`src/rtl/preemptive_priority_scheduler_defines.svh`:
```
// Assertion macros used by the top-level scheduler RTL.
`ifndef PREEMPTIVE_PRIORITY_SCHEDULER_DEFINES_SVH
`define PREEMPTIVE_PRIORITY_SCHEDULER_DEFINES_SVH

// Check a same-cycle implication on the rising clock edge, idle in reset.
`define PPS_ASSERT_NOW(label, clk, rst_n, ante, cons) \
    label: assert property (@(posedge clk) disable iff (!rst_n) (ante) |-> (cons)) \
        else $error("scheduler check failed");

// Check an implication that lands in the next cycle, idle in reset.
`define PPS_ASSERT_NEXT(label, clk, rst_n, ante, cons) \
    label: assert property (@(posedge clk) disable iff (!rst_n) (ante) |=> (cons)) \
        else $error("scheduler check failed");

`endif

```
`src/rtl/pps_pkg.sv`:
```
`default_nettype none

package pps_pkg;

    // Table size and derived index width
    localparam int SLOTS  = 8;
    localparam int SLOT_W = (SLOTS > 1) ? $clog2(SLOTS) : 1;

    // Fixed field widths
    localparam int IN_SLOT_W = 3;
    localparam int DUR_W     = 16;
    localparam int PRI_W     = 8;
    localparam int TICK_W    = 16;
    localparam int MASK_W    = 8;

    localparam logic [TICK_W-1:0] TICK_MAX = '1;

    // Commands from the controller to the datapath
    typedef struct packed {
        logic capture;
        logic load_write;
        logic scan_step;
        logic fetch;
        logic update;
    } dp_cmd_t;

    // Status from the datapath to the controller
    typedef struct packed {
        logic scan_last;
    } dp_status_t;

endpackage

`default_nettype wire

```
`src/rtl/pps_ctrl.sv`:
```
`default_nettype none

module pps_ctrl (
    input  wire logic               clk,
    input  wire logic               rst_n,
    input  wire logic               start,
    input  wire logic               mode,
    input  wire pps_pkg::dp_status_t status,
    output pps_pkg::dp_cmd_t        cmd,
    output logic                    busy,
    output logic                    done
);

    typedef enum logic [2:0] {
        ST_IDLE,
        ST_LOAD,
        ST_SCAN,
        ST_LAST,
        ST_FETCH,
        ST_UPDATE
    } state_t;

    state_t state_reg;
    state_t state_next;
    logic   done_reg;
    logic   done_next;

    // Decode next state and the result strobe
    always_comb
    begin
        state_next = state_reg;
        done_next  = 1'b0;
        case (state_reg)
            ST_IDLE:
            begin
                if (start)
                begin
                    state_next = mode ? ST_SCAN : ST_LOAD;
                end
            end
            ST_LOAD:
            begin
                state_next = ST_IDLE;
                done_next  = 1'b1;
            end
            ST_SCAN:
            begin
                if (status.scan_last)
                begin
                    state_next = ST_LAST;
                end
            end
            ST_LAST:
            begin
                state_next = ST_FETCH;
            end
            ST_FETCH:
            begin
                state_next = ST_UPDATE;
            end
            ST_UPDATE:
            begin
                state_next = ST_IDLE;
                done_next  = 1'b1;
            end
            default:
            begin
                state_next = ST_IDLE;
            end
        endcase
    end

    // Hold state and the registered strobe
    always_ff @(posedge clk or negedge rst_n)
    begin
        if (!rst_n)
        begin
            state_reg <= ST_IDLE;
            done_reg  <= 1'b0;
        end
        else
        begin
            state_reg <= state_next;
            done_reg  <= done_next;
        end
    end

    // Drive datapath commands
    always_comb
    begin
        cmd.capture    = (state_reg == ST_IDLE) && start;
        cmd.load_write = (state_reg == ST_LOAD);
        cmd.scan_step  = (state_reg == ST_SCAN);
        cmd.fetch      = (state_reg == ST_FETCH);
        cmd.update     = (state_reg == ST_UPDATE);
    end

    assign busy = (state_reg != ST_IDLE);
    assign done = done_reg;

endmodule

`default_nettype wire

```
`src/rtl/pps_datapath.sv`:
```
`default_nettype none

module pps_datapath (
    input  wire logic                          clk,
    input  wire logic                          rst_n,
    input  wire pps_pkg::dp_cmd_t              cmd,
    output pps_pkg::dp_status_t                status,
    input  wire logic [pps_pkg::IN_SLOT_W-1:0] slot,
    input  wire logic [pps_pkg::DUR_W-1:0]     load_duration,
    input  wire logic [pps_pkg::PRI_W-1:0]     load_priority,
    input  wire logic [pps_pkg::TICK_W-1:0]    load_arrival,
    output logic                               run_valid,
    output logic [pps_pkg::IN_SLOT_W-1:0]      run_slot,
    output logic                               run_finished,
    output logic [pps_pkg::MASK_W-1:0]         waiting_mask,
    output logic                               all_done,
    output logic [pps_pkg::TICK_W-1:0]         tick_time
);

    localparam int SLOTS  = pps_pkg::SLOTS;
    localparam int SLOT_W = pps_pkg::SLOT_W;
    localparam int MASK_W = pps_pkg::MASK_W;

    // Process table memories
    logic [pps_pkg::DUR_W-1:0]  rem_mem [SLOTS];
    logic [pps_pkg::PRI_W-1:0]  pri_mem [SLOTS];
    logic [pps_pkg::TICK_W-1:0] arr_mem [SLOTS];

    // Captured item
    logic [pps_pkg::IN_SLOT_W-1:0] slot_in_reg;
    logic [pps_pkg::DUR_W-1:0]     dur_in_reg;
    logic [pps_pkg::PRI_W-1:0]     pri_in_reg;
    logic [pps_pkg::TICK_W-1:0]    arr_in_reg;

    // Scan state
    logic [SLOT_W-1:0]          scan_idx_reg;
    logic [SLOT_W-1:0]          cmp_idx_reg;
    logic                       cmp_valid_reg;
    logic [pps_pkg::PRI_W-1:0]  pri_rd_reg;
    logic [pps_pkg::TICK_W-1:0] arr_rd_reg;
    logic [pps_pkg::DUR_W-1:0]  rem_rd_reg;
    logic                       found_reg;
    logic [SLOT_W-1:0]          best_reg;
    logic [pps_pkg::PRI_W-1:0]  best_pri_reg;
    logic [SLOTS-1:0]           ready_mask_reg;

    // Architectural state
    logic [SLOTS-1:0]           active_reg;
    logic [SLOTS-1:0]           active_next;
    logic [pps_pkg::TICK_W-1:0] tick_reg;

    // Result registers
    logic                          run_valid_reg;
    logic [pps_pkg::IN_SLOT_W-1:0] run_slot_reg;
    logic                          run_finished_reg;
    logic [MASK_W-1:0]             waiting_mask_reg;
    logic                          all_done_reg;
    logic [pps_pkg::TICK_W-1:0]    tick_time_reg;

    logic                          load_in_range;
    logic [SLOT_W-1:0]             load_addr;
    logic                          ready;
    logic                          take;
    logic [pps_pkg::DUR_W-1:0]     rem_dec;
    logic                          run_finish;
    logic [SLOTS-1:0]              best_onehot;
    logic [SLOTS-1:0]              waiting_full;
    logic [SLOTS+MASK_W-1:0]       waiting_pad;
    logic                          rem_we;
    logic [SLOT_W-1:0]             rem_waddr;
    logic [pps_pkg::DUR_W-1:0]     rem_wdata;

    assign status.scan_last = (scan_idx_reg == SLOT_W'(SLOTS - 1));

    // Compare the slot read in the previous cycle against the best so far
    assign ready = cmp_valid_reg && active_reg[cmp_idx_reg] && (arr_rd_reg <= tick_reg);
    assign take  = ready && (!found_reg || (pri_rd_reg > best_pri_reg));

    // Decode load target and the decrement of the chosen slot
    assign load_in_range = ({4'b0, slot_in_reg} < 7'(SLOTS));
    assign load_addr     = SLOT_W'(slot_in_reg);
    assign rem_dec       = (rem_rd_reg == '0) ? rem_rd_reg : (rem_rd_reg - 1'b1);
    assign run_finish    = found_reg && (rem_dec == '0);
    assign best_onehot   = {{(SLOTS - 1){1'b0}}, 1'b1} << best_reg;
    assign waiting_full  = ready_mask_reg & ~(found_reg ? best_onehot : '0);
    assign waiting_pad   = {{MASK_W{1'b0}}, waiting_full};

    // Work out the active flags after this item
    always_comb
    begin
        active_next = active_reg;
        if (cmd.load_write && load_in_range)
        begin
            active_next[load_addr] = (dur_in_reg != '0);
        end
        else if (cmd.update && run_finish)
        begin
            active_next = active_reg & ~best_onehot;
        end
    end

    // Select the remaining-time write port
    always_comb
    begin
        rem_we    = (cmd.load_write && load_in_range) || (cmd.update && found_reg);
        rem_waddr = cmd.load_write ? load_addr : best_reg;
        rem_wdata = cmd.load_write ? dur_in_reg : rem_dec;
    end

    // Write and read the table memories
    always_ff @(posedge clk)
    begin
        if (rem_we)
        begin
            rem_mem[rem_waddr] <= rem_wdata;
        end
        if (cmd.load_write && load_in_range)
        begin
            pri_mem[load_addr] <= pri_in_reg;
            arr_mem[load_addr] <= arr_in_reg;
        end
        if (cmd.scan_step)
        begin
            pri_rd_reg <= pri_mem[scan_idx_reg];
            arr_rd_reg <= arr_mem[scan_idx_reg];
        end
        if (cmd.fetch)
        begin
            rem_rd_reg <= rem_mem[best_reg];
        end
    end

    // Capture the item and track the best candidate
    always_ff @(posedge clk)
    begin
        if (cmd.capture)
        begin
            slot_in_reg    <= slot;
            dur_in_reg     <= load_duration;
            pri_in_reg     <= load_priority;
            arr_in_reg     <= load_arrival;
            ready_mask_reg <= '0;
        end
        else if (cmp_valid_reg)
        begin
            ready_mask_reg[cmp_idx_reg] <= ready;
        end
        if (cmd.scan_step)
        begin
            cmp_idx_reg <= scan_idx_reg;
        end
        if (take)
        begin
            best_reg     <= cmp_idx_reg;
            best_pri_reg <= pri_rd_reg;
        end
    end

    // Advance scan control, active flags and time
    always_ff @(posedge clk or negedge rst_n)
    begin
        if (!rst_n)
        begin
            scan_idx_reg  <= '0;
            cmp_valid_reg <= 1'b0;
            found_reg     <= 1'b0;
            active_reg    <= '0;
            tick_reg      <= '0;
        end
        else
        begin
            cmp_valid_reg <= cmd.scan_step;
            if (cmd.capture)
            begin
                scan_idx_reg <= '0;
                found_reg    <= 1'b0;
            end
            else
            begin
                if (cmd.scan_step)
                begin
                    scan_idx_reg <= scan_idx_reg + 1'b1;
                end
                if (take)
                begin
                    found_reg <= 1'b1;
                end
            end
            active_reg <= active_next;
            if (cmd.load_write)
            begin
                tick_reg <= '0;
            end
            else if (cmd.update && (tick_reg != pps_pkg::TICK_MAX))
            begin
                tick_reg <= tick_reg + 1'b1;
            end
        end
    end

    // Hold the result of the finished item
    always_ff @(posedge clk)
    begin
        if (cmd.load_write)
        begin
            run_valid_reg    <= 1'b0;
            run_slot_reg     <= '0;
            run_finished_reg <= 1'b0;
            waiting_mask_reg <= '0;
            all_done_reg     <= ~|active_next;
            tick_time_reg    <= '0;
        end
        else if (cmd.update)
        begin
            run_valid_reg    <= found_reg;
            run_slot_reg     <= found_reg ? pps_pkg::IN_SLOT_W'(best_reg) : '0;
            run_finished_reg <= run_finish;
            waiting_mask_reg <= waiting_pad[MASK_W-1:0];
            all_done_reg     <= ~|active_next;
            tick_time_reg    <= tick_reg;
        end
    end

    assign run_valid    = run_valid_reg;
    assign run_slot     = run_slot_reg;
    assign run_finished = run_finished_reg;
    assign waiting_mask = waiting_mask_reg;
    assign all_done     = all_done_reg;
    assign tick_time    = tick_time_reg;

endmodule

`default_nettype wire

```
`src/rtl/preemptive_priority_scheduler.sv`:
```
`default_nettype none
`include "preemptive_priority_scheduler_defines.svh"

// Preemptive priority scheduler over a table of SLOTS process slots. Raise start
// while busy is low to hand over one item: mode 0 loads a slot (and restarts time
// at tick 0), mode 1 runs one scheduling tick. Each item yields exactly one result,
// shown for a single cycle with done high; there is no way to stall it, so capture
// it in that cycle. A load writes the slot in the load state. A tick steps through
// the scan, last, fetch and update states: the candidates are scanned one
// slot per cycle through the registered read port of the priority and arrival
// tables, then the chosen slot's remaining time is read, decremented and written
// back. A new item may be started in the cycle that done is high.
module preemptive_priority_scheduler (
    input  wire logic                          clk,
    input  wire logic                          rst_n,
    input  wire logic                          start,
    output logic                               busy,
    input  wire logic                          mode,
    input  wire logic [pps_pkg::IN_SLOT_W-1:0] slot,
    input  wire logic [pps_pkg::DUR_W-1:0]     load_duration,
    input  wire logic [pps_pkg::PRI_W-1:0]     load_priority,
    input  wire logic [pps_pkg::TICK_W-1:0]    load_arrival,
    output logic                               done,
    output logic                               run_valid,
    output logic [pps_pkg::IN_SLOT_W-1:0]      run_slot,
    output logic                               run_finished,
    output logic [pps_pkg::MASK_W-1:0]         waiting_mask,
    output logic                               all_done,
    output logic [pps_pkg::TICK_W-1:0]         tick_time
);

    pps_pkg::dp_cmd_t    cmd;
    pps_pkg::dp_status_t status;

    // Sequence each item
    pps_ctrl u_ctrl (
        .clk    (clk),
        .rst_n  (rst_n),
        .start  (start),
        .mode   (mode),
        .status (status),
        .cmd    (cmd),
        .busy   (busy),
        .done   (done)
    );

    // Hold the process table and compute results
    pps_datapath u_datapath (
        .clk           (clk),
        .rst_n         (rst_n),
        .cmd           (cmd),
        .status        (status),
        .slot          (slot),
        .load_duration (load_duration),
        .load_priority (load_priority),
        .load_arrival  (load_arrival),
        .run_valid     (run_valid),
        .run_slot      (run_slot),
        .run_finished  (run_finished),
        .waiting_mask  (waiting_mask),
        .all_done      (all_done),
        .tick_time     (tick_time)
    );

    // Check result timing and consistency
    `PPS_ASSERT_NOW(a_done_idle, clk, rst_n, done, !busy)
    `PPS_ASSERT_NOW(a_finish_ran, clk, rst_n, done && run_finished, run_valid)
    `PPS_ASSERT_NOW(a_last_finished, clk, rst_n, done && run_valid && all_done, run_finished)
    `PPS_ASSERT_NEXT(a_no_early_result, clk, rst_n, start && !busy, !done)

endmodule

`default_nettype wire
```
`config.mk`:
```
export PLATFORM = sky130hd
export DESIGN_NAME = preemptive_priority_scheduler
export DESIGN_NICKNAME = d
export VERILOG_FILES = /design/src/rtl/pps_pkg.sv /design/src/rtl/pps_ctrl.sv /design/src/rtl/pps_datapath.sv /design/src/rtl/preemptive_priority_scheduler.sv
export VERILOG_INCLUDE_DIRS = /design/src /design/src/rtl
export SDC_FILE = /design/constraint.sdc
export NUM_CORES = 1
export LEC_CHECK = 0
export BUFFER_PORTS_ARGS = -buffer_cell sky130_fd_sc_hd__buf_2
export CAP_MARGIN = 20
export CORE_AREA = 2 2 161 282
export DETAILED_ROUTE_END_ITERATION = 16
export DIE_AREA = 0 0 163 284
export HOLD_SLACK_MARGIN = 0.02
export PLACE_DENSITY_LB_ADDON = 0.3
export SYNTH_ARGS = -nofsm -noshare
export SYNTH_HDL_FRONTEND = slang
export SYNTH_SLANG_ARGS = --single-unit
```
`constraint.sdc`:
```
create_clock -name clk -period 10.25 [get_ports clk]
set_input_delay 3.075 -clock clk [delete_from_list [all_inputs] [get_ports clk]]
set_output_delay 3.075 -clock clk [all_outputs]
set_load 0.02 [all_outputs]
```
== Yosys cells after proc, flatten, opt, wreduce, memory -nomap -nowiden ==
Memory sizes are Yosys's and may differ from the RTL's. A register that Yosys moved wholly into a read port is not among the register bits.
Index checks and enable logic that the tools add are counted.

* Register bits: 128
* Bits in latches: 0
* Memory bits (writable): 320
* Bits in read-only memories: 0
* Output and inout bits: 32
* Memories: 3

* $add $sub $neg: 3
* $mul: 0
* Divide/modulo/power cells: 0
* $lt $le $gt $ge: 6
* Equal/unequal tests: 9
* Shifts and indexed selects: 1
* Multiplexer cells: 32
* Bitwise operators: 4
* Reduce and logical (&&, ||, !) cells: 26

{| class="wikitable"
|+ Memory list
! name !! words !! width !! read ports !! clocked after Yosys merged registers in !! wr ports !! line !! text
|-
| u_datapath.arr_mem || 8 || 16 || 1 || 1 || 1 || pps_datapath.sv:27 || <nowiki>logic [pps_pkg::TICK_W-1:0] arr_mem [SLOTS];</nowiki>
|-
| u_datapath.rem_mem || 8 || 16 || 1 || 1 || 1 || pps_datapath.sv:25 || <nowiki>logic [pps_pkg::DUR_W-1:0] rem_mem [SLOTS];</nowiki>
|-
| u_datapath.pri_mem || 8 || 8 || 1 || 1 || 1 || pps_datapath.sv:26 || <nowiki>logic [pps_pkg::PRI_W-1:0] pri_mem [SLOTS];</nowiki>
|}

{| class="wikitable"
|+ Operator list
! kind !! number
|-
| $mux 16 || 4
|-
| $logic_not 16->1 || 2
|-
| $mux 8 || 3
|-
| $mux 3 || 6
|-
| $add 16x1->16 const B || 1
|-
| $and 8x8->8 || 2
|-
| $bwmux 8 || 2
|-
| $le 16x16->1 || 1
|-
| $ne 16x16->1 const B || 1
|-
| $not 8->8 || 2
|-
| $reduce_bool 16->1 || 1
|-
| $sub 16x1->16 const B || 1
|-
| $mux 1 || 12
|-
| $pmux 3 s4 || 1
|-
| $logic_and 1x1->1 || 10
|-
| $eq 3x3->1 const B || 3
|-
| $gt 8x8->1 || 1
|-
| $lt 3x4->1 const B || 2
|-
| $reduce_bool 2->1 || 4
|-
| $reduce_or 8->1 || 1
|-
| $shl 1x3->8 const A || 1
|-
| $demux 1 s3 || 2
|-
| $eq 3x2->1 const B || 2
|-
| $ge 3x1->1 const B || 2
|-
| 11 further kinds || 14
|}

== Logic depth before layout (Yosys ltp) ==
Gate-level depths: netlist of run 1.

* Depth in word-level cells: 11
* Mapped depth: 11
* Mapped depth without buffers: 10

== By module ==
From an unflattened synthesis of run 1, not the netlist that was laid out.

* Cells, all modules: 1154
* Area total of the unflattened synthesis: 19622.6 µm²

{| class="wikitable"
|+ By module, submodules not included
! module !! times used !! cells an instance !! area each (µm²) !! sequential area each (µm²)
|-
| pps_datapath || 1 || 1134 || 19414.9 || 14018.4
|-
| pps_ctrl || 1 || 20 || 207.7 || 100.1
|}

== Least setup slack after synthesis of run 1 ==
OpenSTA, ideal clock, no wires.

* Path kind: input to register
* Start: input start
* End: register u_datapath.arr_in_reg[0] (netlist name) (enable)
* Setup time: 0.424 ns
* Arrival time: 4.683 ns
* Path slack: 5.143 ns
* Stages: 3
* Path through: inv_1 > nor2_1 > clkbuf_1

{| class="wikitable"
|+ RTL lines
! element !! line !! text
|-
| start: declaration || preemptive_priority_scheduler.sv:16 || <nowiki>input wire logic start,</nowiki>
|-
| end signal: assignment || pps_datapath.sv:141 || <nowiki>arr_in_reg <= load_arrival;</nowiki>
|-
| end: declaration || pps_datapath.sv:33 || <nowiki>logic [pps_pkg::TICK_W-1:0] arr_in_reg;</nowiki>
|}

== Worst setup path in the final report of run 1 ==
* Start: register u_ctrl.state_reg[2]
* End: output busy

* Word-level cells in the longest chain between the ends: 1

{| class="wikitable"
|+ RTL lines
! element !! line !! text
|-
| start: declaration || pps_ctrl.sv:23 || <nowiki>state_t state_reg;</nowiki>
|-
| start signal: assignment || pps_ctrl.sv:83 || <nowiki>state_reg <= state_next;</nowiki>
|-
| $reduce_bool 3->1 || pps_ctrl.sv:98 || <nowiki>assign busy = (state_reg != ST_IDLE);</nowiki>
|-
| end: declaration || preemptive_priority_scheduler.sv:17 || <nowiki>output logic busy,</nowiki>
|}

No other way between the ends.

==> results of run 1 <==
-- kinds of logic after synthesis --
family | share of synthesized area
multiplexers | 0.116
adder cells (fa/ha/maj) | 0.0179
AO/OA/AOI/OAI | 0.0411
flip-flops | 0.721
XOR/XNOR | 0.0107
buffers and inverters | 0.0195
AND/OR/NAND/NOR | 0.0744
-- how the worst max path moves through the flow --
| stage | startpoint | to | depth (start not counted) |
|---|---|---|---|
| after global routing | u_ctrl.state_reg[2]$_DFFE_PN0P_ | busy | 2 |
| after detailed placement | start | u_datapath.dur_in_reg[6]$_DFFE_PP_ | 4 |
| after floorplan | start | u_datapath.arr_in_reg[0]$_DFFE_PP_ | 3 |
| after CTS | u_ctrl.state_reg[2]$_DFFE_PN0P_ | busy | 2 |
| after global placement | start | u_datapath.dur_in_reg[9]$_DFFE_PP_ | 4 |
| final | u_ctrl.state_reg[2]$_DFFE_PN0P_ | busy | 2 |
-- worst max-delay path: stages, from the launching register on --
cell and delay, ns:
sky130_fd_sc_hd__dfrtp_1 0.63, sky130_fd_sc_hd__or3_1 0.51, sky130_fd_sc_hd__buf_2 0.20
-- cell usage in the layout, fill, tap and decap left out, types with 8 or more instances in the layout --
cell type	n
sky130_fd_sc_hd__edfxtp_1	418
sky130_fd_sc_hd__nand2_1	117
sky130_fd_sc_hd__mux4_2	81
sky130_fd_sc_hd__buf_2	78
sky130_fd_sc_hd__nor2_1	62
sky130_fd_sc_hd__clkbuf_16	48
sky130_fd_sc_hd__inv_1	38
sky130_fd_sc_hd__dfxtp_1	37
sky130_fd_sc_hd__a21oi_1	33
sky130_fd_sc_hd__dfrtp_1	30
sky130_fd_sc_hd__o21ai_0	29
sky130_fd_sc_hd__mux2_2	28
sky130_fd_sc_hd__ha_1	28
sky130_fd_sc_hd__buf_4	27
sky130_fd_sc_hd__o31ai_1	23
sky130_fd_sc_hd__nand3_1	21
sky130_fd_sc_hd__xnor2_1	20
sky130_fd_sc_hd__nor3_1	18
sky130_fd_sc_hd__nand4_1	12
sky130_fd_sc_hd__nand2b_1	10
sky130_fd_sc_hd__mux2i_1	10
sky130_fd_sc_hd__clkinv_2	9
sky130_fd_sc_hd__or3_1	8
sky130_fd_sc_hd__bufinv_16	8
-- final cells by class --
type	count	area [sq um]	area share
Clock buffer	56	1260	0.0563
Clock inverter	30	393	0.0175
Inverter	43	161	0.00720
Multi-Input combinational cell	594	5120	0.229
Sequential cell	488	14100	0.630
Tap cell	572	716	0.0319
Timing Repair Buffer	107	632	0.0282
-- stage by stage --
stage / instance area (sq um) / worst slack, ns / instances / power (mW) / hold slack [ns]
after CTS: 22400 / 5.27 / 1888 / 5.71 / 0.440
after global routing: 22400 / 5.20 / 1890 / 5.91 / 0.464
final: 22400 / 5.27 / 1890 / 5.66 / 0.437
after detailed placement: 20700 / 5.52 / 1802 / 3.87 / 0.432
after floorplan: 19600 / 5.14 / 1178 / 3.51 / 0.424
after global placement: 20700 / 5.56 / 1802 / 3.83 / 0.430
-- where the power goes --
part	internal [mW]	total, mW	switching [mW]
clock	1.09	1.83	0.741
sequential	2.56	2.77	0.213
combinational	0.442	1.06	0.617
total	4.09	5.66	1.57
-- per-layer routing --
layer	up-vias	wire (um)
li1	4768	-
met1	5281	15500
met2	259	22400
met3	77	1670
met4	0	1490
met5	-	0
==> key figures, run 1 <==
Route
  – Routed vias/inst: 5.49
  – Antenna viol nets, final: 0
  – Via total after detailed routing: 10400
  – 1st-pass router iterations: 5
  – Routed length per placed instance: 21.7 um
  – Wire length reported by the detailed router: 41.0 mm
  – Drt initial violations: 841
  – Number of remaining DRC errors: 0

Timing
  – Max transition margin: 0.306
  – Final count of pins violating max slew: 0
  – RSZ-0062 raised after global routing: false
  – Final hold violation count: 0
  – Final number of setup-violating endpoints: 0
  – Worst Tran Pin Value: between 1 and 1.5 ns
  – Final-layout setup total negative slack: 0 ns
  – Worst setup skew after layout: 0.0155 ns
  – Maximum clock rate: 201 MHz
  – Final critical delay including setup and external delays: between 4 and 5 ns
  – Final worst-path cycle share: 0.486

Clocking
  – Largest buffer count on any clock path: 3
  – Clk pin slew, worst setup/hold paths: 0.06 ns
  – Cell at the root of the clock tree: sky130_fd_sc_hd__clkbuf_16
  – Number of H-tree branching levels: 2
  – Count of hold buffers inserted by post-cts repair: 0
  – Number of buffers added by the clock tree synthesis step: 46
  – Post-CTS Setup Bufs: 0
  – Number of sinks on the clock net: 488
  – Clock latency on the worst-skew pair: 0.57 ns
  – Resized Gates After CTS: 0
  – Clock tree from TritonCTS: done

Min path
  – Endpoint, Worst Hold: u_datapath.tick_time[0]$_SDFFE_PP0N_
  – Hold path cells: 2
  – Hold path start: u_datapath.tick_time[0]$_SDFFE_PP0N_
  – Worst hold path class: reg -> reg

Placed design
  – Half-perimeter wire length after detailed placement: 26.2 mm
  – Final weighted congestion of routability-driven global placement: 0.864
  – Count of input and output buffers: just under 80

Global routing
  – Wire length of the first global-routing pass: 62.5 mm
  – Routing usage on met2: 0.338
  – GR peak layer: met2
  – Maximum number of pins on one net before global-route repair: 53
  – Total global routing overflow: 0
  – Number of global-route vias before repair: 10900
  – Antenna violations before repair: 0
  – Total routing resource utilization after global routing: 0.180
  – Met3 usage in global routing: 0.0246
  – GR Layer Usage met1: 0.204

Worst setup path
  – Register-to-register path setup slack: 6.44 ns
  – Worst Reg2Reg Path Length in Cells: 10
  – Nature of the critical path startpoint: flip-flop
  – Kind of critical path: reg -> out
  – Critical-path maximum fanout: 19
  – Required time at the endpoint of the critical path: slightly above 7 ns
  – Critical path capture point type: primary output
  – Endpoint of the worst register-to-register path: u_datapath.all_done$_DFFE_PP_
  – Arrival time at the worst endpoint: 1.91 ns
  – Beginning of the worst register-to-register path: u_ctrl.state_reg[1]$_DFFE_PN0P_

Synthesis
  – Proportion of synthesized chip area in sequential cells: 0.721
  – Area contributors post-synth: sky130_fd_sc_hd__edfxtp_1 64%, sky130_fd_sc_hd__mux4_2 9.3%, sky130_fd_sc_hd__dfrtp_1 4.2%, sky130_fd_sc_hd__dfxtp_1 3.8%, sky130_fd_sc_hd__nand2_1 2.2%
  – Post-synth net total: ~1300
  – Dominant cell type by area after synthesis: sky130_fd_sc_hd__edfxtp_1
  – Number of flops mapped to enable cells by yosys: 418
  – Post-synthesis cell type count: 64
  – Most frequently used flop master after synthesis: sky130_fd_sc_hd__edfxtp_1
  – Post-synthesis sequential element count: 488
  – Most frequently used cell type in the post-synthesis netlist: sky130_fd_sc_hd__edfxtp_1
  – Synth Area per Inst: 16.6 sq um
  – Proportion of netlist area held by the largest area contributor: 0.641
  – Proportion of register bits with asynchronous set or reset after synthesis: 0.0676
  – Most numerous cell types in the synthesized netlist: 418 x sky130_fd_sc_hd__edfxtp_1, 117 x sky130_fd_sc_hd__nand2_1, 81 x sky130_fd_sc_hd__mux4_2
  – Post-Syn Instances: 1178
  – Post-Syn Area: 19600 sq um
  – YS warnings: 0

Floorplan
  – Die Wd: 163 um
  – Vertical extent of the die: 284 um
  – Die Footprint: 46300 sq um
  – Standard-cell row count: 102
  – Top-Level Pins: 79
  – Core area: about 44000 sq um
  – Starting density of the core: 0.445

Final layout
  – Number of filler cells placed in the layout: 3565
  – Number of nets in the layout: around 1400
  – Regs by FF count: u_datapath.arr_mem x128, u_datapath.rem_mem x128, u_datapath.pri_mem x64
  – # diodes: 0
  – Synthesis-to-layout area growth: 14.4%
  – Fraction of final layout cells sized beyond drive strength 1: 0.244
  – Final core utilization: 0.509

Power and ir drop
  – Worst supply voltage drop on vdd: roughly 150 uV
  – Leakage dissipation: 7.66 nW
  – Power density cells: between 200 and 300 nW/um^2

Flow run
  – Max-cap check violation count: 0

Run status
  – Run status: finished, final reports clean
Note: power is estimated with default switching activity, not from simulation.
==> run 2: changes to the inputs <==
Clock period 10.25 ns to 4.6 ns, I/O delays scaled along.
==> run 2 against run 1 <==
Compared with the run above:
- sequential share of layout area grew 0.56 points
- critical path depth increased by 8
- flip-flop and latch count is the same
- final cell count about the same
- combinational power grew 130%
- non-clock buffer count grew 4
- setup slack worse by 4.1 ns
- total power is 110% higher
- critical endpoint is now u_datapath.best_reg[2]$_DFFE_PP_
- largest cell class unchanged
- largest power group unchanged
==> key figures, run 2 (same netlist as run 1, synthesis figures left out) <==
Run status
  – Run status: finished, final reports clean

Worst setup path
  – Most frequent cell on the critical path: sky130_fd_sc_hd__a21o_1
  – Kind of critical path: reg -> reg
  – Worst Reg2Reg Path Length in Cells: 10
  – Critical-path maximum fanout: 11
  – Slowest CP cell: sky130_fd_sc_hd__a22oi_1
  – Register-to-register path setup slack: ~1.2 ns
  – Arrival time at the worst endpoint: 3.68 ns
  – Nature of the critical path startpoint: flip-flop
  – Largest stage delay, worst path: ~0.76 ns
  – Critical path capture point type: flip-flop
  – Cells along the critical path: inv_1 -> ha_1 -> a21o_1 -> a21o_1 -> a2111oi_0 -> o31ai_1 -> a22oi_1 -> nand3_1 -> a21oi_1 -> buf_4
  – Required time at the endpoint of the critical path: 4.86 ns

Timing
  – Max transition margin: 0.276
  – Worst setup skew after layout: 0.0349 ns
  – Final hold violation count: 0
  – Final worst-path cycle share: 0.744
  – Final critical delay including setup and external delays: 3.42 ns
  – Final-layout setup total negative slack: 0 ns
  – Final count of pins violating max slew: 0
  – Setup slack of the critical path after layout: around 1.2 ns
  – RSZ-0062 raised after global routing: false
  – Final number of setup-violating endpoints: 0
  – Maximum clock rate: 292 MHz
  – Worst Tran Pin Value: 1.07 ns

Floorplan
  – Vertical extent of the die: 284 um
  – Die Wd: roughly 160 um
  – Standard-cell row count: a little over 100
  – Top-Level Pins: 79
  – Starting density of the core: 0.445
  – Die Footprint: 46300 sq um
  – Core area: ~44000 sq um

Final layout
  – Regs by FF count: u_datapath.arr_mem x128, u_datapath.rem_mem x128, u_datapath.pri_mem x64
  – Most common cell after layout, fill and taps aside: sky130_fd_sc_hd__edfxtp_1
  – # diodes: 0
  – Cell area after layout: between 20000 and 25000 sq um
  – Final core utilization: 0.504
  – Number of nets in the layout: between 1000 and 1500
  – Commonest non-fill, non-tap cells in the layout: 418 x sky130_fd_sc_hd__edfxtp_1, 117 x sky130_fd_sc_hd__nand2_1, 81 x sky130_fd_sc_hd__mux4_2
  – Synthesis-to-layout area growth: 13.4%
  – Number of filler cells placed in the layout: between 3000 and 4000
  – Fraction of final layout cells sized beyond drive strength 1: 0.232

Clocking
  – Largest buffer count on any clock path: 3
  – Number of H-tree branching levels: 2
  – Clk pin slew, worst setup/hold paths: around 0.070 ns
  – Count of hold buffers inserted by post-cts repair: 0
  – Cell at the root of the clock tree: sky130_fd_sc_hd__clkbuf_16
  – Clock latency on the worst-skew pair: just under 0.6 ns
  – Number of sinks on the clock net: 488
  – Clock tree from TritonCTS: done
  – Number of buffers added by the clock tree synthesis step: 44
  – Resized Gates After CTS: 0
  – Post-CTS Setup Bufs: 0

Route
  – Routed vias/inst: approximately 5.5
  – 1st-pass router iterations: 5
  – Routed length per placed instance: 21.5 um
  – Wire length reported by the detailed router: 40.6 mm
  – Number of remaining DRC errors: 0
  – Antenna viol nets, final: 0
  – Drt initial violations: 678
  – Via total after detailed routing: just over 10000

Placed design
  – Count of input and output buffers: 78
  – Final weighted congestion of routability-driven global placement: 0.844
  – Half-perimeter wire length after detailed placement: between 20 and 30 mm
  – DP Area: 20800 sq um
  – Pre-CTS WS: 1.14 ns

Power and ir drop
  – Leakage dissipation: between 7 and 8 nW
  – Worst supply voltage drop on vdd: 380 uV
  – Final Power: 12.1 mW
  – Power density cells: 546 nW/um^2

Global routing
  – Total routing resource utilization after global routing: 0.180
  – Number of global-route vias before repair: 10900
  – Wire length of the first global-routing pass: 62.9 mm
  – Antenna violations before repair: 0
  – Maximum number of pins on one net before global-route repair: 52
  – Total global routing overflow: 0

Min path
  – Worst hold path class: reg -> reg
  – Hold path cells: 2

Flow run
  – Max-cap check violation count: 0
[run 2: report_power, final]
| group | leakage, nW | switching (mW) | internal, mW |
|---|---|---|---|
| Clock | 0.686 | 1.60 | 1.97 |
| Sequential | 4.52 | 0.441 | 5.70 |
| Combinational | 2.35 | 1.41 | 1.00 |
| Total | 7.56 | 3.45 | 8.68 |
[run 2: routing by layer]
layer  GRT usage  part of all wire
met5           0                 0
met1       0.205              0.38
met4      0.0608             0.029
met3      0.0237             0.043
met2       0.340              0.55
[run 2: final cells by class]
type,count,area (sq um),share of cell area
tap,572,716,0.0322
inverter,43,161,0.00727
clock buffer,61,1210,0.0543
clock inverter,20,206,0.00929
multi-input combinational,594,5120,0.231
sequential,488,14100,0.636
timing repair buffer,111,674,0.0304
[run 2: critical path, delay by kind of cell (launching register included)]
kind            cells  cell delay (ns)
flops               1             0.39
compound gates      6             1.89
buf+inv             2             0.29
simple gates        1             0.20
fa+ha+maj           1             0.31
[run 2: stage by stage]
step | hold WS, ns | instances
after global routing | 0.460 | 1889
final | 0.436 | 1889
after global placement | 0.428 | 1806
after CTS | 0.439 | 1887
after detailed placement | 0.429 | 1806
after floorplan | 0.424 | 1178
[run 2: path summary, 6_finish.rpt]
kind / from / to
worst max-delay path: u_datapath.tick_reg[9]$_DFFE_PN0P_ / u_datapath.best_reg[2]$_DFFE_PP_
min in group asynchronous: rst_n / u_datapath.tick_reg[11]$_DFFE_PN0P_
worst min register to register: u_datapath.waiting_mask[1]$_SDFFE_PP0N_ / u_datapath.waiting_mask[1]$_SDFFE_PP0N_
worst min-delay path: u_datapath.waiting_mask[1]$_SDFFE_PP0N_ / u_datapath.waiting_mask[1]$_SDFFE_PP0N_
max in group asynchronous: rst_n / u_datapath.scan_idx_reg[0]$_DFFE_PN0P_
worst max register to register: u_datapath.tick_reg[9]$_DFFE_PN0P_ / u_datapath.best_reg[2]$_DFFE_PP_
